===== src/design/fpdf_pkg.sv =====
// ----------------------------------------------------------------------------
// fpdf_pkg: shared definitions for the fixed-point decimal formatter
// Holds the field widths, character codes, register indexes and the word
// type that carries converted digits from the converter to the emitter.
// ----------------------------------------------------------------------------
package fpdf_pkg;

    localparam int BIN_W        = 64;
    localparam int MAX_DIGITS   = 19;
    localparam int MAX_FRACTION = 40;
    localparam int BCD_W        = MAX_DIGITS * 4;
    localparam int COUNT_W      = 5;
    localparam int FRAC_W       = 6;
    localparam int CHAR_W       = 8;
    localparam int BITCNT_W     = $clog2(BIN_W);
    localparam int CFG_IDX_W    = 2;

    localparam logic [CHAR_W-1:0] DIGIT_ZERO = 8'h30;
    localparam logic [CHAR_W-1:0] MINUS_CHAR = 8'h2d;

    localparam logic [CHAR_W-1:0] SEP_RESET   = 8'd44;
    localparam logic [CHAR_W-1:0] POINT_RESET = 8'd46;
    localparam logic [FRAC_W-1:0] FRAC_RESET  = 6'd2;

    localparam logic [CFG_IDX_W-1:0] CFG_GROUP_SEP = 2'd0;
    localparam logic [CFG_IDX_W-1:0] CFG_POINT     = 2'd1;
    localparam logic [CFG_IDX_W-1:0] CFG_FRACTION  = 2'd2;

    // Converted number handed from the converter to the emitter.
    // Digits are aligned to the top of the vector, most significant first.
    typedef struct packed {
        logic               negative;
        logic [COUNT_W-1:0] count;
        logic [BCD_W-1:0]   digits;
    } digit_word_t;

    // Remainder modulo three of a small count, by alternating bit weights.
    function automatic logic [1:0] mod3(input logic [COUNT_W-1:0] v);
        logic [1:0] acc;
        logic [2:0] s;
        acc = 2'd0;
        for (int i = 0; i < COUNT_W; i++) begin
            s = {1'b0, acc} + ((i % 2 == 0) ? 3'd1 : 3'd2);
            if (v[i]) begin
                acc = (s >= 3'd3) ? 2'(s - 3'd3) : s[1:0];
            end
        end
        return acc;
    endfunction

endpackage


===== src/design/fixed_point_decimal_formatter_top.sv =====
// ----------------------------------------------------------------------------
// fixed_point_decimal_formatter_top: signed scaled integer to decimal text
// Converts a 64-bit two's complement word to ASCII characters with sign,
// digit grouping and a decimal point, one character per output word.
// ----------------------------------------------------------------------------
// Usage:
// The s_ channel takes one signed 64-bit word per number. The m_ channel
// returns the text one character per word, with m_last_char high on the
// final character of each number. The cfg_ channel writes the group
// separator (index 0), the point character (index 1) and the number of
// fraction digits (index 2, 6 bits, saturated at 40); other indexes ignored.
// Configuration is meant to change only while no number is in flight.
// Flow: the magnitude goes through bit-serial double dabble, leading zero
// digits are stripped (up to 19), the digits are handed to the emitter and
// the first character is registered. Characters then leave at one per
// cycle, up to 43, while the receiver keeps up.
// Overlap: the converter takes the next number the cycle after the
// emitter picks up the digits, so conversion overlaps emission. With a
// receiver that keeps up, the rate of new numbers is set by the conversion
// alone; even a 43-character text is out before the next digits are ready.
// Reset clears all control state and loads the register defaults (',',
// '.', two fraction digits). A stalled receiver simply holds the output
// word; the emitter waits and the converter stalls in turn.
// ----------------------------------------------------------------------------
module fixed_point_decimal_formatter_top
    import fpdf_pkg::*;
(
    input  logic                    aclk,
    input  logic                    aresetn,
    input  logic                    s_valid,
    output logic                    s_ready,
    input  logic signed [BIN_W-1:0] s_value,
    output logic                    m_valid,
    input  logic                    m_ready,
    output logic [CHAR_W-1:0]       m_char_code,
    output logic                    m_last_char,
    input  logic                    cfg_valid,
    output logic                    cfg_ready,
    input  logic [CFG_IDX_W-1:0]    cfg_index,
    input  logic [CHAR_W-1:0]       cfg_data
);

    logic [CHAR_W-1:0] group_sep_reg;
    logic [CHAR_W-1:0] point_char_reg;
    logic [FRAC_W-1:0] frac_digits_reg;

    logic        dw_valid;
    logic        dw_ready;
    digit_word_t dw_word;

    // The register file accepts a write on every cycle.
    assign cfg_ready = 1'b1;

    always_ff @(posedge aclk) begin
        if (!aresetn) begin
            group_sep_reg   <= SEP_RESET;
            point_char_reg  <= POINT_RESET;
            frac_digits_reg <= FRAC_RESET;
        end else if (cfg_valid) begin
            unique case (cfg_index)
                CFG_GROUP_SEP: group_sep_reg   <= cfg_data;
                CFG_POINT:     point_char_reg  <= cfg_data;
                CFG_FRACTION:  frac_digits_reg <= cfg_data[FRAC_W-1:0];
                default: begin
                end
            endcase
        end
    end

    // Bit-serial conversion of the magnitude into normalized BCD digits.
    fpdf_convert u_convert (
        .aclk     (aclk),
        .aresetn  (aresetn),
        .s_valid  (s_valid),
        .s_ready  (s_ready),
        .s_value  (s_value),
        .dw_valid (dw_valid),
        .dw_ready (dw_ready),
        .dw_word  (dw_word)
    );

    // Character sequencer with its own output register.
    fpdf_emit u_emit (
        .aclk            (aclk),
        .aresetn         (aresetn),
        .dw_valid        (dw_valid),
        .dw_ready        (dw_ready),
        .dw_word         (dw_word),
        .group_separator (group_sep_reg),
        .point_char      (point_char_reg),
        .fraction_digits (frac_digits_reg),
        .m_valid         (m_valid),
        .m_ready         (m_ready),
        .m_char_code     (m_char_code),
        .m_last_char     (m_last_char)
    );

endmodule


===== src/design/fpdf_convert.sv =====
// ----------------------------------------------------------------------------
// fpdf_convert: bit-serial binary to decimal converter
// Takes the magnitude one bit per cycle into a BCD shift register, then
// strips leading zero digits one per cycle to find the digit count.
// ----------------------------------------------------------------------------
module fpdf_convert
    import fpdf_pkg::*;
(
    input  logic                    aclk,
    input  logic                    aresetn,
    input  logic                    s_valid,
    output logic                    s_ready,
    input  logic signed [BIN_W-1:0] s_value,
    output logic                    dw_valid,
    input  logic                    dw_ready,
    output digit_word_t             dw_word
);

    typedef enum logic [1:0] {C_IDLE, C_CONV, C_NORM, C_DONE} conv_state_t;

    conv_state_t         state_reg, state_next;
    logic [BIN_W-1:0]    bin_reg, bin_next;
    logic [BCD_W-1:0]    bcd_reg, bcd_next;
    logic [BCD_W-1:0]    bcd_adj;
    logic [BITCNT_W-1:0] bit_cnt_reg, bit_cnt_next;
    logic [COUNT_W-1:0]  count_reg, count_next;
    logic                neg_reg, neg_next;

    // Each digit of five or more gets three added before the shift.
    always_comb begin
        for (int d = 0; d < MAX_DIGITS; d++) begin
            bcd_adj[d*4 +: 4] = (bcd_reg[d*4 +: 4] >= 4'd5) ?
                                4'(bcd_reg[d*4 +: 4] + 4'd3) : bcd_reg[d*4 +: 4];
        end
    end

    always_comb begin
        state_next   = state_reg;
        bin_next     = bin_reg;
        bcd_next     = bcd_reg;
        bit_cnt_next = bit_cnt_reg;
        count_next   = count_reg;
        neg_next     = neg_reg;
        unique case (state_reg)
            C_IDLE: begin
                if (s_valid) begin
                    neg_next     = s_value[BIN_W-1];
                    bin_next     = s_value[BIN_W-1] ? (~s_value + 1'b1) : s_value;
                    bcd_next     = '0;
                    bit_cnt_next = '0;
                    state_next   = C_CONV;
                end
            end
            C_CONV: begin
                bcd_next     = {bcd_adj[BCD_W-2:0], bin_reg[BIN_W-1]};
                bin_next     = {bin_reg[BIN_W-2:0], 1'b0};
                bit_cnt_next = bit_cnt_reg + 1'b1;
                if (bit_cnt_reg == BITCNT_W'(BIN_W - 1)) begin
                    count_next = COUNT_W'(MAX_DIGITS);
                    state_next = C_NORM;
                end
            end
            C_NORM: begin
                if (count_reg != '0 && bcd_reg[BCD_W-1 -: 4] == 4'd0) begin
                    bcd_next   = {bcd_reg[BCD_W-5:0], 4'd0};
                    count_next = count_reg - 1'b1;
                end else begin
                    state_next = C_DONE;
                end
            end
            C_DONE: begin
                if (dw_ready) begin
                    state_next = C_IDLE;
                end
            end
            default: state_next = C_IDLE;
        endcase
    end

    always_ff @(posedge aclk) begin
        if (!aresetn) begin
            state_reg   <= C_IDLE;
            bit_cnt_reg <= '0;
            count_reg   <= '0;
            neg_reg     <= 1'b0;
        end else begin
            state_reg   <= state_next;
            bit_cnt_reg <= bit_cnt_next;
            count_reg   <= count_next;
            neg_reg     <= neg_next;
        end
        bin_reg <= bin_next;
        bcd_reg <= bcd_next;
    end

    assign s_ready           = (state_reg == C_IDLE);
    assign dw_valid          = (state_reg == C_DONE);
    assign dw_word.negative  = neg_reg;
    assign dw_word.count     = count_reg;
    assign dw_word.digits    = bcd_reg;

`ifndef SYNTHESIS
    a_accept_starts: assert property (@(posedge aclk) disable iff (!aresetn)
        (s_valid && s_ready) |=> (state_reg == C_CONV && bit_cnt_reg == '0))
        else $error("accepted word did not start conversion");
    a_count_range: assert property (@(posedge aclk) disable iff (!aresetn)
        (state_reg == C_DONE) |-> (count_reg <= COUNT_W'(MAX_DIGITS)))
        else $error("digit count out of range");
    a_top_nonzero: assert property (@(posedge aclk) disable iff (!aresetn)
        (state_reg == C_DONE && count_reg != '0) |-> (bcd_reg[BCD_W-1 -: 4] != 4'd0))
        else $error("leading digit of a nonzero count is zero");
`endif

endmodule


===== src/design/fpdf_emit.sv =====
// ----------------------------------------------------------------------------
// fpdf_emit: character sequencer, one character per cycle unless stalled
// Walks the sign, integer digits with group separators (or a zero), point,
// padding zeros and fraction digits into an output register.
// ----------------------------------------------------------------------------
module fpdf_emit
    import fpdf_pkg::*;
(
    input  logic              aclk,
    input  logic              aresetn,
    input  logic              dw_valid,
    output logic              dw_ready,
    input  digit_word_t       dw_word,
    input  logic [CHAR_W-1:0] group_separator,
    input  logic [CHAR_W-1:0] point_char,
    input  logic [FRAC_W-1:0] fraction_digits,
    output logic              m_valid,
    input  logic              m_ready,
    output logic [CHAR_W-1:0] m_char_code,
    output logic              m_last_char
);

    typedef enum logic [2:0] {
        E_IDLE, E_SIGN, E_INT, E_SEP, E_ZERO, E_POINT, E_PAD, E_FRAC
    } emit_state_t;

    emit_state_t        state_reg, state_next;
    logic [BCD_W-1:0]   digits_reg, digits_next;
    logic [COUNT_W-1:0] int_rem_reg, int_rem_next;
    logic [1:0]         grp_reg, grp_next;
    logic [FRAC_W-1:0]  pad_rem_reg, pad_rem_next;
    logic [FRAC_W-1:0]  frac_rem_reg, frac_rem_next;
    logic               m_valid_reg, m_valid_next;
    logic [CHAR_W-1:0]  char_reg, char_next;
    logic               last_reg, last_next;

    logic               advance;
    logic [FRAC_W-1:0]  p_sat;
    logic [FRAC_W-1:0]  n_ext;
    logic [COUNT_W-1:0] intlen;
    logic [CHAR_W-1:0]  top_char;

    assign p_sat    = (fraction_digits > FRAC_W'(MAX_FRACTION)) ?
                      FRAC_W'(MAX_FRACTION) : fraction_digits;
    assign n_ext    = {{(FRAC_W-COUNT_W){1'b0}}, dw_word.count};
    assign intlen   = COUNT_W'(n_ext - p_sat);
    assign top_char = DIGIT_ZERO + {4'd0, digits_reg[BCD_W-1 -: 4]};
    assign advance  = (state_reg != E_IDLE) && (!m_valid_reg || m_ready);
    assign dw_ready = (state_reg == E_IDLE);

    always_comb begin
        state_next    = state_reg;
        digits_next   = digits_reg;
        int_rem_next  = int_rem_reg;
        grp_next      = grp_reg;
        pad_rem_next  = pad_rem_reg;
        frac_rem_next = frac_rem_reg;
        m_valid_next  = m_valid_reg;
        char_next     = char_reg;
        last_next     = last_reg;

        if (m_valid_reg && m_ready) begin
            m_valid_next = 1'b0;
        end

        if (state_reg == E_IDLE) begin
            if (dw_valid) begin
                digits_next = dw_word.digits;
                if (n_ext > p_sat) begin
                    int_rem_next  = intlen;
                    grp_next      = mod3(intlen);
                    pad_rem_next  = '0;
                    frac_rem_next = p_sat;
                    state_next    = dw_word.negative ? E_SIGN : E_INT;
                end else begin
                    int_rem_next  = '0;
                    grp_next      = 2'd0;
                    pad_rem_next  = p_sat - n_ext;
                    frac_rem_next = n_ext;
                    state_next    = dw_word.negative ? E_SIGN : E_ZERO;
                end
            end
        end else if (advance) begin
            m_valid_next = 1'b1;
            last_next    = 1'b0;
            unique case (state_reg)
                E_SIGN: begin
                    char_next  = MINUS_CHAR;
                    state_next = (int_rem_reg != '0) ? E_INT : E_ZERO;
                end
                E_ZERO: begin
                    char_next  = DIGIT_ZERO;
                    state_next = E_POINT;
                end
                E_INT: begin
                    char_next    = top_char;
                    digits_next  = {digits_reg[BCD_W-5:0], 4'd0};
                    int_rem_next = int_rem_reg - 1'b1;
                    grp_next     = (grp_reg == 2'd0) ? 2'd2 : grp_reg - 1'b1;
                    if (int_rem_reg == COUNT_W'(1)) begin
                        state_next = E_POINT;
                    end else if (grp_reg == 2'd1) begin
                        state_next = E_SEP;
                    end
                end
                E_SEP: begin
                    char_next  = group_separator;
                    state_next = E_INT;
                end
                E_POINT: begin
                    char_next = point_char;
                    if (pad_rem_reg != '0) begin
                        state_next = E_PAD;
                    end else if (frac_rem_reg != '0) begin
                        state_next = E_FRAC;
                    end else begin
                        last_next  = 1'b1;
                        state_next = E_IDLE;
                    end
                end
                E_PAD: begin
                    char_next    = DIGIT_ZERO;
                    pad_rem_next = pad_rem_reg - 1'b1;
                    if (pad_rem_reg == FRAC_W'(1)) begin
                        if (frac_rem_reg != '0) begin
                            state_next = E_FRAC;
                        end else begin
                            last_next  = 1'b1;
                            state_next = E_IDLE;
                        end
                    end
                end
                E_FRAC: begin
                    char_next     = top_char;
                    digits_next   = {digits_reg[BCD_W-5:0], 4'd0};
                    frac_rem_next = frac_rem_reg - 1'b1;
                    if (frac_rem_reg == FRAC_W'(1)) begin
                        last_next  = 1'b1;
                        state_next = E_IDLE;
                    end
                end
                default: state_next = E_IDLE;
            endcase
        end
    end

    always_ff @(posedge aclk) begin
        if (!aresetn) begin
            state_reg    <= E_IDLE;
            int_rem_reg  <= '0;
            grp_reg      <= '0;
            pad_rem_reg  <= '0;
            frac_rem_reg <= '0;
            m_valid_reg  <= 1'b0;
        end else begin
            state_reg    <= state_next;
            int_rem_reg  <= int_rem_next;
            grp_reg      <= grp_next;
            pad_rem_reg  <= pad_rem_next;
            frac_rem_reg <= frac_rem_next;
            m_valid_reg  <= m_valid_next;
        end
        digits_reg <= digits_next;
        char_reg   <= char_next;
        last_reg   <= last_next;
    end

    assign m_valid     = m_valid_reg;
    assign m_char_code = char_reg;
    assign m_last_char = last_reg;

`ifndef SYNTHESIS
    a_int_nonempty: assert property (@(posedge aclk) disable iff (!aresetn)
        (state_reg == E_INT) |-> (int_rem_reg != '0))
        else $error("integer phase with no digits left");
    a_frac_nonempty: assert property (@(posedge aclk) disable iff (!aresetn)
        (state_reg == E_FRAC) |-> (frac_rem_reg != '0))
        else $error("fraction phase with no digits left");
    a_last_ends: assert property (@(posedge aclk) disable iff (!aresetn)
        (advance && last_next) |=> (state_reg == E_IDLE && m_valid_reg && last_reg))
        else $error("final character did not end the number");
`endif

endmodule

===== config.mk =====
export PLATFORM = sky130hd
export DESIGN_NAME = fixed_point_decimal_formatter_top
export DESIGN_NICKNAME = d
export VERILOG_FILES = /design/src/design/fpdf_pkg.sv /design/src/design/fixed_point_decimal_formatter_top.sv /design/src/design/fpdf_convert.sv /design/src/design/fpdf_emit.sv
export SDC_FILE = /design/constraint.sdc
export NUM_CORES = 1
export LEC_CHECK = 0
export ABC_AREA = 1
export BUFFER_PORTS_ARGS = -buffer_cell sky130_fd_sc_hd__buf_2
export CORE_AREA = 8 8 215 217
export DETAILED_ROUTE_END_ITERATION = 16
export DIE_AREA = 0 0 223 225
export GPL_TIMING_DRIVEN = 1
export SLEW_MARGIN = 40
export SYNTH_ARGS = -nofsm -noshare
export SYNTH_HDL_FRONTEND = slang
export SYNTH_SLANG_ARGS = --single-unit

===== constraint.sdc =====
create_clock -name aclk -period 12.1 [get_ports aclk]
set_input_delay 2.42 -clock aclk [delete_from_list [all_inputs] [get_ports aclk]]
set_output_delay 2.42 -clock aclk [all_outputs]
set_load 0.005 [all_outputs]

**Yosys cells after proc, flatten, opt, wreduce, memory -nomap -nowiden**

Cells that the tools add are included.

- Reduce and logical (&&, ||, !) cells: 41
- Bitwise logic cells: 2
- Equal/unequal tests: 26
- Mux-type cells: 105
- Order comparisons: 25
- Add/subtract/negate cells: 37

Operators with widths:

| operator | number |
|---|---|
| 2-to-1 mux 76 bit | 6 |
| one-hot mux 76 bit (3 select lines) | 1 |
| 2-to-1 mux 64 bit | 2 |
| one-hot mux 64 bit (2 select lines) | 1 |
| >= comparator 4 x 3 -> 1 bit, second input constant | 19 |
| adder 4 x 2 -> 4 bit, second input constant | 18 |
| 2-to-1 mux 4 bit | 18 |
| 2-to-1 mux 6 bit | 12 |
| adder 64 x 1 -> 64 bit, second input constant | 1 |
| inverter 64 bit | 1 |
| 2-to-1 mux 2 bit | 31 |
| one-hot mux 8 bit (5 select lines) | 1 |
| 2-to-1 mux 3 bit | 13 |
| 2-to-1 mux 5 bit | 7 |
| one-hot mux 3 bit (7 select lines) | 1 |
| AND reduction 3 bit | 7 |
| nonzero test 5 bit | 3 |
| nonzero test 2 bit | 7 |
| == test 3 bit, second input constant | 4 |
| == test 6 x 1 -> 1 bit, second input constant | 2 |
| >= comparator 3 x 2 -> 1 bit, second input constant | 4 |
| one-hot mux 6 bit (2 select lines) | 1 |
| AND reduction 2 bit | 6 |
| nonzero test 6 bit | 2 |
| other kinds (38) | 68 |

- Output and inout bits: 12
- Bits in registers: 284
- Logic and storage cells: 254
- Input bits: 79

**Logic depth before layout (Yosys ltp)**

Gate-level depths: netlist of run 1.

- Word-level depth: 35
- Mapped depth: 20
- Gate-level depth less buffers: 20

**Modules after synthesis**

From an unflattened synthesis of run 1, not the netlist that was laid out.

- Cells, all modules: 2,257
- Area total of the unflattened synthesis: 17,395.4 um^2

By module, submodules not included:

| module | cells an instance | sequential area each (um^2) | instances | area each (um^2) |
|---|---|---|---|---|
| fpdf_convert | 1,393 | 4,484.3 | 1 | 10,547.6 |
| fpdf_emit | 733 | 3,012.9 | 1 | 5,909.4 |
| fixed_point_decimal_formatter_top | 131 | 440.4 | 1 | 938.4 |

**Worst setup path before layout of run 1**

Ideal clock, no wire load.

- Path kind: input port to flip-flop
- Start: input m_ready
- End: register u_emit.digits_reg[0], enable pin
- Path buffers: 0
- Setup time: 0.536 ns
- Arrival time: 6.348 ns
- Required time: 11.564 ns
- Path slack: 5.217 ns
- Stages: 4
- Cell sequence: nor2_1 > nand2_1 > o21ai_2 > a21oi_1

- Cells in the longest elaborated chain, start to end: 4

RTL lines:

| element | RTL line | RTL |
|---|---|---|
| start: declaration | fixed_point_decimal_formatter_top.sv:34 | `input logic m_ready,` |
| logical OR 1 bit | fpdf_emit.sv:48 | `assign advance = (state_reg != E_IDLE) && (!m_valid_reg \|\| m_ready);` |
| logical AND 1 bit | fpdf_emit.sv:48 |  |
| nonzero test 2 bit (no source line) | n/a |  |
| AND reduction 3 bit (no source line) | n/a |  |
| end signal: assignment | fpdf_emit.sv:163 | `digits_reg <= digits_next;` |
| end: declaration | fpdf_emit.sv:28 | `logic [BCD_W-1:0] digits_reg, digits_next;` |

Every way passes these cells.
A chain may end at the register's enable or synchronous reset.

**Worst setup path after layout of run 1**

- Start: input s_value[63]
- End: register u_convert.bin_reg[50], data pin

- Cells in the longest elaborated chain, start to end: 3

RTL lines:

| element | RTL line | RTL |
|---|---|---|
| start: declaration | fixed_point_decimal_formatter_top.sv:32 | `input logic signed [BIN_W-1:0] s_value,` |
| 2-to-1 mux 64 bit | fpdf_convert.sv:48 | `bin_next = s_value[BIN_W-1] ? (~s_value + 1'b1) : s_value;` |
| 2-to-1 mux 64 bit | fpdf_convert.sv:46 | `if (s_valid) begin` |
| one-hot mux 64 bit (2 select lines) | fpdf_convert.sv:44 | `unique case (state_reg)` |
| named net u_convert.bin_next[50] | fpdf_convert.sv:22 | `logic [BIN_W-1:0] bin_reg, bin_next;` |
| end signal: assignment | fpdf_convert.sv:92 | `bin_reg <= bin_next;` |
| end: declaration | fpdf_convert.sv:22 |  |

The timed path passes the listed nets, and every way through them passes these cells. The select of a mux whose other input is x is not followed.

==> results of run 1 <==
==> worst paths after layout <==
kind	endpoint	cells after the start
max	u_convert.bin_reg[50]$_DFFE_PP_	9
min	group_sep_reg[5]$_SDFFE_PN1P_	2
max reg2reg	u_emit.grp_reg[0]$_SDFFE_PN0P_	20
min reg2reg	group_sep_reg[5]$_SDFFE_PN1P_	2
==> metal layers <==
layer	up-vias	part of all wire [%]	GRT usage, %
li1	7287	-	-
met1	6704	47	22.4
met2	396	45	27.5
met3	70	5.7	2.78
met4	0	2.2	5.44
met5	-	0	0
==> report_power, final <==
group / switching, W / internal (W) / total (W)
Clock: 0.000428 / 0.000660 / 0.00109
Sequential: 0.000210 / 0.00178 / 0.00199
Combinational: 0.00147 / 0.000609 / 0.00208
==> through the flow <==
step / std cells / power, W / util [%] / hold WS [ns] / worst slack (ns)
floorplan: 2124 / 0.00355 / - / 0.429 / 5.22
global placement: 2702 / 0.00401 / 41.8 / 0.440 / 7.64
detailed placement: 2703 / 0.00409 / 41.9 / 0.448 / 7.66
CTS: 2766 / 0.00520 / 44.7 / 0.462 / 8.14
global route: 2767 / 0.00559 / 44.7 / 0.497 / 7.96
finish: 2767 / 0.00515 / 44.7 / 0.460 / 8.16
==> layout make-up <==
class | count | area [um2]
Multi-Input combinational cell | 1546 | 7850
Clock inverter | 20 | 228
Clock buffer | 43 | 970
Tap cell | 546 | 683
Inverter | 227 | 855
Fill cell | 4176 | 23600
Timing Repair Buffer | 100 | 554
Antenna cell | 1 | 2.50
Sequential cell | 284 | 7940
==> cell usage after synthesis (6+ instances only) <==
| cell type | instances |
|---|---|
| sky130_fd_sc_hd__buf_2 | 22 |
| sky130_fd_sc_hd__a31oi_1 | 7 |
| sky130_fd_sc_hd__nor3_1 | 9 |
| sky130_fd_sc_hd__nor2_2 | 10 |
| sky130_fd_sc_hd__o22ai_1 | 39 |
| sky130_fd_sc_hd__buf_1 | 6 |
| sky130_fd_sc_hd__o211ai_1 | 13 |
| sky130_fd_sc_hd__edfxtp_1 | 225 |
| sky130_fd_sc_hd__xnor2_1 | 8 |
| sky130_fd_sc_hd__dfxtp_1 | 59 |
| sky130_fd_sc_hd__o21ai_2 | 6 |
| sky130_fd_sc_hd__nand4_1 | 30 |
| sky130_fd_sc_hd__o21ai_1 | 6 |
| sky130_fd_sc_hd__ha_1 | 70 |
| sky130_fd_sc_hd__o32ai_1 | 15 |
| sky130_fd_sc_hd__nand2_2 | 9 |
| sky130_fd_sc_hd__o21ai_0 | 247 |
| sky130_fd_sc_hd__nor2_1 | 293 |
| sky130_fd_sc_hd__clkbuf_1 | 34 |
| sky130_fd_sc_hd__a21oi_1 | 97 |
| sky130_fd_sc_hd__xor2_1 | 20 |
| sky130_fd_sc_hd__nand3b_1 | 10 |
| sky130_fd_sc_hd__inv_1 | 220 |
| sky130_fd_sc_hd__nand3_1 | 85 |
| sky130_fd_sc_hd__or2_2 | 7 |
| sky130_fd_sc_hd__nand2_1 | 525 |
==> logic make-up after synthesis <==
logic type | count (synthesis)
buf+inv | 294
xor+xnor | 28
compound gates | 442
simple gates | 1003
other cells | 1
flops | 284
fa+ha+maj | 72
==> critical path, stage by stage <==
cell and delay, ns:
sky130_fd_sc_hd__buf_2 0.07, sky130_fd_sc_hd__buf_4 0.53, sky130_fd_sc_hd__inv_1 0.48, sky130_fd_sc_hd__nor2_1 0.32, sky130_fd_sc_hd__inv_1 0.07, sky130_fd_sc_hd__nand4_1 0.09
sky130_fd_sc_hd__nand2_1 0.06, sky130_fd_sc_hd__nand3_1 0.08, sky130_fd_sc_hd__nand2_1 0.06
==> results, run 1 <==
- Summing the areas of all and, or, nand and nor instances in the mapped netlist gives 24.9% of the synthesized area.
- After synthesis, the largest family of logic cells by area is simple AND/OR/NAND/NOR gates.
- The count of final hold-check violations is 0.
- The synthesized-area fraction occupied by adder cells is 5.42%.
- The root buffer cell is sky130_fd_sc_hd__clkbuf_16.
- The count of input and output buffers is 89.
- The global route total overflow is 0.
- The via count of the routed design is 14500.
- Once detail routing completed, the nets flagged for antenna violations numbered 0.
- The synthesized design contains 284 register bits.
- Of the post-synthesis cell area, the dominant cell type holds 40.0%.
- The data required time at the worst endpoint is 12.38 ns.
- The number of antenna violations at the first check in global routing came to 1.
- After synthesis the cells add up to 16900 um2.
- The HPWL after detailed placement is 29.9 mm.
- In the final layout, the share of cells above drive strength 1 is 9.73%.
- The clock net in this run drives a total of 284 sinks.
- The top cell types in the final layout, fill and taps aside, are 524 x sky130_fd_sc_hd__nand2_1, 292 x sky130_fd_sc_hd__nor2_1, 246 x sky130_fd_sc_hd__o21ai_0.
- The number of different library cells used by synthesis comes to 50.
- Sorting the synthesized cells by area gives the leading types as sky130_fd_sc_hd__edfxtp_1 40%, sky130_fd_sc_hd__nand2_1 12%, sky130_fd_sc_hd__o21ai_0 7.3%.
- Wires add up to 42.9 mm.
- Global routing used 16.8% of the available tracks across all layers.
- The wire length of the first global-routing pass is 70.0 mm.
- Max-cap violations in this run came to 0.
- The portion of synthesized area spent on multiplexers is 0%.
- The final number of max-transition violations is 0.
- The detail-routed via count per cell is 5.22.
- Row generation in the floorplan step produced 76 rows.
- The worst setup path category is input port to register.
- Along the worst path, the maximum fanout reaches 64.
- The horizontal extent of the die is 223 um.
- The mean area per synthesized cell is 7.96 um2.
- The clock transition at the registers of the reported paths is 0.06 ns.
- The final critical path time including I/O delays and setup is 3.94 ns.
- Setup repair after global routing left no endpoint under its margin.
- Derived from the worst setup path, the maximum achievable clock frequency is 0.254 GHz.
- In this run the critical register-to-register path is launched from frac_digits_reg[1]$_SDFFE_PN1P_.
- The number of iterations in the first detailed-routing pass is 5.
- The async set or reset register ratio after synthesis is 0%.
- The final cycle utilization of the critical path is 32.6%.
- For this design the ratio of total power to cell area is 270 nW/um2.
- For flop-to-flop paths, the worst setup slack is 8.49 ns.
- The total CTS buffers is 36.
- The final layout contains 2346 nets.
- STA classifies the critical path endpoint as a register.
- The number of synthesized flops with an enable pin is 225.
- Across the VDD grid, the largest voltage drop is 169 uV.
- The starting utilization of the core area is 39.6%.
- The synthesized netlist devotes 14.4% of its cell area to compound gates.
- The number of gates resized after CTS is 0.
- The actual transition at the worst max-transition pin is 0.805 ns.
- The flow ran to the end, and the final reports show no timing, DRC or antenna violations.
- The static leakage is 7.83 nW.
- The CTS tree is yes.
- The synthesis-to-layout area growth is 12.9%.
- The worst setup path startpoint is s_value[63].
- The finished cells cover 19100 um2.
- The total of hold buffers inserted after clock tree synthesis is 0.
- The die is 225 um tall.
- The later pin in the worst-skew pair is clocked with a latency of 0.55 ns.
- The cell type contributing the most total cell area after synthesis is sky130_fd_sc_hd__edfxtp_1.
- The clock passes through at most 3 buffers.
- The final RePlAce weighted congestion is 0.911.
- The tightest min-delay check is of the register to register type.
- The initial detailed-routing violation count is 1109.
- For the final database, setup skew stands at 0.0214 ns.
- In this run the most critical hold path is launched from group_sep_reg[5]$_SDFFE_PN1P_.
- The sequential element share of the synthesized area is 47.0%.
- The number of levels the H-tree was split into is 2.
- The DRC violation count after routing is 0.
- The count of mapped cells out of synthesis is 2124.
- The synthesized netlist devotes 1.45% of its cell area to XOR and XNOR gates.
- The cell area after placement is 17900 um2.
- Setup violations remaining at the end of the flow were counted as 0.
- The via count of the first global-routing pass is 13800.
- The warning count from the yosys run is 0.
- The worst setup path is launched from an input port.
- The final-layout setup total negative slack is 0 ns.
- The data arrival time at the worst-slack endpoint is 4.23 ns.
- The library cell used most frequently in the layout, excluding fill and tap cells, is sky130_fd_sc_hd__nand2_1.
- For this run, the leading register cell type out of synthesis is sky130_fd_sc_hd__edfxtp_1.
- The floorplan step defined a die boundary enclosing 50200 um2.
- In this run the tightest slew margin relative to its limit is 46.3%.
- The average wire per standard cell is 15.5 um.
- The buffers inserted during post-CTS setup optimization is 0.
- The region available for standard cell placement spans 42700 um2.
- Entering global routing, the biggest net connects 135 pins.
- The number of nets handed over by synthesis was 2275.
- The number of top-level design ports is 91.
No activity file was read; power rests on OpenSTA's default activity.
==> run 2, diff against run 1 <==
Clock period 12.1 ns to 3.3 ns, I/O delays scaled along.
==> results, run 2 (synthesis results as in run 1) <==
- The longest individual stage delay on the worst path is 0.54 ns (about the same).
- The worst setup path is captured at a register.
- The post-layout net count is 2363 (+0.72%).
- The fmax is 0.314 GHz.
- By startpoint and endpoint, the worst setup path is classified as register to register.
- The pin count of the biggest net entering global routing is 167 (+24%).
- The count of input and output buffers came to 89 (unchanged).
- The number of sinks driven by the clock tree is 284 (unchanged).
- The starting utilization of the core area was 39.6% (unchanged).
- The startpoint identified for the worst register-to-register timing path is frac_digits_reg[2]$_SDFFE_PN0P_.
- The endpoint of the worst hold path is point_char_reg[7]$_SDFFE_PN0P_.
- The maximum ir drop on the vdd rail came to 996 uV (+490%).
- The number of antenna violations at the first check in global routing was 3 (+2).
- The cell area after placement was 18000 um2 (+0.61%).
- The leading cell type in the layout, fill and taps excluded is sky130_fd_sc_hd__nand2_1.
- The number of cells traversed by the worst register-to-register path is 20 (unchanged).
- The residual antenna-violating net count after detailed routing was 0 (unchanged).
- The number of top-level design ports is 91 (unchanged).
- The total CTS buffers came to 35 (-2.8%).
- The chip height was 225 um (unchanged).
- The worst slew margin relative to its limit is 47.3% (+0.99 points).
- The average wire per standard cell was 15.4 um (-0.90%).
- The worst min-delay path category is input port to register.
- The site row count came to 76 (unchanged).
- The aggregate routed wire length is 42.8 mm (-0.18%).
- The total chip power is 0.0189 W (+270%).
- The global route total overflow is 0 (unchanged).
- The cell family contributing the most delay on the critical path is adder cells.
- The number of iterations in the first detailed-routing pass is 5 (unchanged).
- The cell count of the worst hold path is 3 (+1).
- The final design area excluding fillers was 19200 um2 (+0.64%).
- The actual transition at the worst max-transition pin came to 0.790 ns (-0.0148 ns).
- The final number of max-transition violations is 0 (unchanged).
- The data required time at the worst endpoint came to 3.76 ns (-8.62 ns).
- Of the available clock period, the critical path in the final layout requires 96.6%.
- The slack of the worst reg-to-reg path was 0.11 ns (-8.38 ns).
- The clock transition at the registers of the reported paths was 0.06 ns (about the same).
- The run finished with clean final reports.
- The count of final hold-check violations was 0 (unchanged).
- The count of max-cap constraint violations came to 0 (unchanged).
- The signal on the critical path passes through nor2_1 -> a21oi_1 -> o21ai_2 -> inv_2 -> nor2_4 -> ha_4 -> fa_1 -> inv_2 -> ha_4 -> inv_2 -> o21ai_2 -> inv_1 -> ha_1 -> nand2_1 -> and2_1 -> ha_1 -> nor2_1 -> nor2_1 -> nand2_1 -> a21oi_2.
- The post-route worst hold slack came to 0.382 ns (-0.0775 ns).
- The combined global-route utilization of all metal layers is 16.8% (+0.081 points).
- In the layout the commonest cells are 523 x sky130_fd_sc_hd__nand2_1, 291 x sky130_fd_sc_hd__nor2_1, 245 x sky130_fd_sc_hd__o21ai_0.
- The total of hold buffers inserted after clock tree synthesis was 0 (unchanged).
- The fraction of layout instances using a drive strength above 1 is 10.7% (+0.95 points).
- The data arrival time at the worst-slack endpoint is 3.65 ns (-0.58 ns).
- The via count of the first global-routing pass is 14100 (+1.7%).
- The detailed placer's ending HPWL is 30.6 mm (+2.4%).
- The root buffer cell is sky130_fd_sc_hd__clkbuf_16.
- TritonCTS built the clock tree.
- The number of buffers and inverters on the critical path is 4 (unchanged).
- The cell at the slowest stage of the critical path is sky130_fd_sc_hd__fa_1.
- The reg-to-reg endpoint is u_emit.grp_reg[0]$_SDFFE_PN0P_.
- The number of levels the H-tree was split into is 2 (unchanged).
- The DRC violation count after routing came to 0 (unchanged).
- The horizontal extent of the die is 223 um (unchanged).
- The largest fanout of any net on the critical path is 3 (-95%).
- The via count of the routed design is 14400 (-0.59%).
- Compared with the post-synthesis result, the final layout area differs by 13.6%.
- The static leakage is 7.90 nW (+0.93%).
- The power density of the placed cells is 982 nW/um2 (+260%).
- The core footprint came to 42700 um2 (unchanged).
- The final critical path time including I/O delays and setup is 3.19 ns.
- The critical path launch point type is a register.
- The clock tree skew after final layout came to 0.0104 ns (-0.0111 ns).
- The maximum buffer depth of the clock tree was 3 (unchanged).
- The initial detailed-routing violation count came to 1210 (+9.1%).
- The final-layout setup total negative slack is 0 ns (unchanged).
- The area enclosed by the die boundary is 50200 um2 (unchanged).
- Setup repair after global routing could not meet its margin everywhere.
- The number of setup violations in the final report is 0 (unchanged).
- The source of the worst hold timing path is cfg_data[7].
- The final RePlAce weighted congestion is 0.912 (+0.16%).
- The wire length of the first global-routing pass came to 70.7 mm (+0.98%).
- The latest clock arrival within the worst-skew pair is 0.53 ns (-0.02 ns).
- The detail-routed via count per cell is 5.16 (-1.3%).
run 2: cell count changes in the layout (fill, tap and decap cells not counted), moves of 3 or more:
| cell | previous run | this run |
|---|---|---|
| sky130_fd_sc_hd__buf_4 | 7 | 25 |
| sky130_fd_sc_hd__clkbuf_1 | 5 | 11 |
| sky130_fd_sc_hd__clkinvlp_4 | 5 | 1 |
| sky130_fd_sc_hd__inv_1 | 220 | 217 |
| sky130_fd_sc_hd__inv_2 | 5 | 8 |
run 2: worst register-to-register path, cell delays in order, from the launching register on:
cell and delay (ns):
sky130_fd_sc_hd__dfxtp_2 0.32, sky130_fd_sc_hd__nor2_1 0.04, sky130_fd_sc_hd__a21oi_1 0.17, sky130_fd_sc_hd__o21ai_2 0.10, sky130_fd_sc_hd__inv_2 0.08, sky130_fd_sc_hd__nor2_4 0.05, sky130_fd_sc_hd__ha_4 0.16, sky130_fd_sc_hd__fa_1 0.54
sky130_fd_sc_hd__inv_2 0.07, sky130_fd_sc_hd__ha_4 0.26, sky130_fd_sc_hd__inv_2 0.03, sky130_fd_sc_hd__o21ai_2 0.12, sky130_fd_sc_hd__inv_1 0.06, sky130_fd_sc_hd__ha_1 0.27, sky130_fd_sc_hd__nand2_1 0.06, sky130_fd_sc_hd__and2_1 0.16
sky130_fd_sc_hd__ha_1 0.27, sky130_fd_sc_hd__nor2_1 0.04, sky130_fd_sc_hd__nor2_1 0.12, sky130_fd_sc_hd__nand2_1 0.08, sky130_fd_sc_hd__a21oi_2 0.13
run 2: power by group:
part	switching [W]	internal [W]
logic	0.00545	0.00241
registers	0.000773	0.00649
clock network	0.00147	0.00228
run 2: final cells by class:
class / count / area (um2)
timing repair buffer: 118 / 708
antenna: 3 / 7.51
tap: 546 / 683
sequential: 284 / 7940
multi-input combinational: 1546 / 7880
clock buffer: 51 / 1010
clock inverter: 12 / 114
fill: 4166 / 23500
inverter: 227 / 855
run 2: routing by layer:
layer	wire length (um)	up-vias	track usage [%]
met5	0	-	0
met4	828	0	4.63
met3	2140	60	3.14
met2	19600	329	27.5
met1	20200	6689	22.7
li1	-	7294	-
run 2: worst max path at each step:
stage                                               start                              to  slack (ns)  cells after the start
after floorplan           frac_digits_reg[1]$_SDFFE_PN1P_  u_emit.grp_reg[0]$_SDFFE_PN0P_        0.26                     20
after global placement    frac_digits_reg[1]$_SDFFE_PN1P_  u_emit.grp_reg[0]$_SDFFE_PN0P_        0.03                     20
after detailed placement  frac_digits_reg[1]$_SDFFE_PN1P_  u_emit.grp_reg[0]$_SDFFE_PN0P_       -0.04                     20
after CTS                 frac_digits_reg[1]$_SDFFE_PN1P_  u_emit.grp_reg[0]$_SDFFE_PN0P_        0.03                     20
after global routing      frac_digits_reg[0]$_SDFFE_PN0P_  u_emit.grp_reg[0]$_SDFFE_PN0P_       -0.12                     20
final                     frac_digits_reg[2]$_SDFFE_PN0P_  u_emit.grp_reg[0]$_SDFFE_PN0P_        0.11                     20
run 2: repair_timing:
action / in CTS / in global routing
pin swaps: 0 / 15
setup buffers: 0 / 5
resized for setup: 1 / 15
endpoints found under the setup margin: 1 / 2
run 2: metrics by stage:
step	cells	util (%)	setup WS, ns
final	2787	45.0	0.112
after global routing	2787	45.0	-0.118
after CTS	2779	44.7	0.0348
after detailed placement	2716	42.1	-0.0352
after global placement	2715	42.1	0.0324
after floorplan	2124	-	0.255
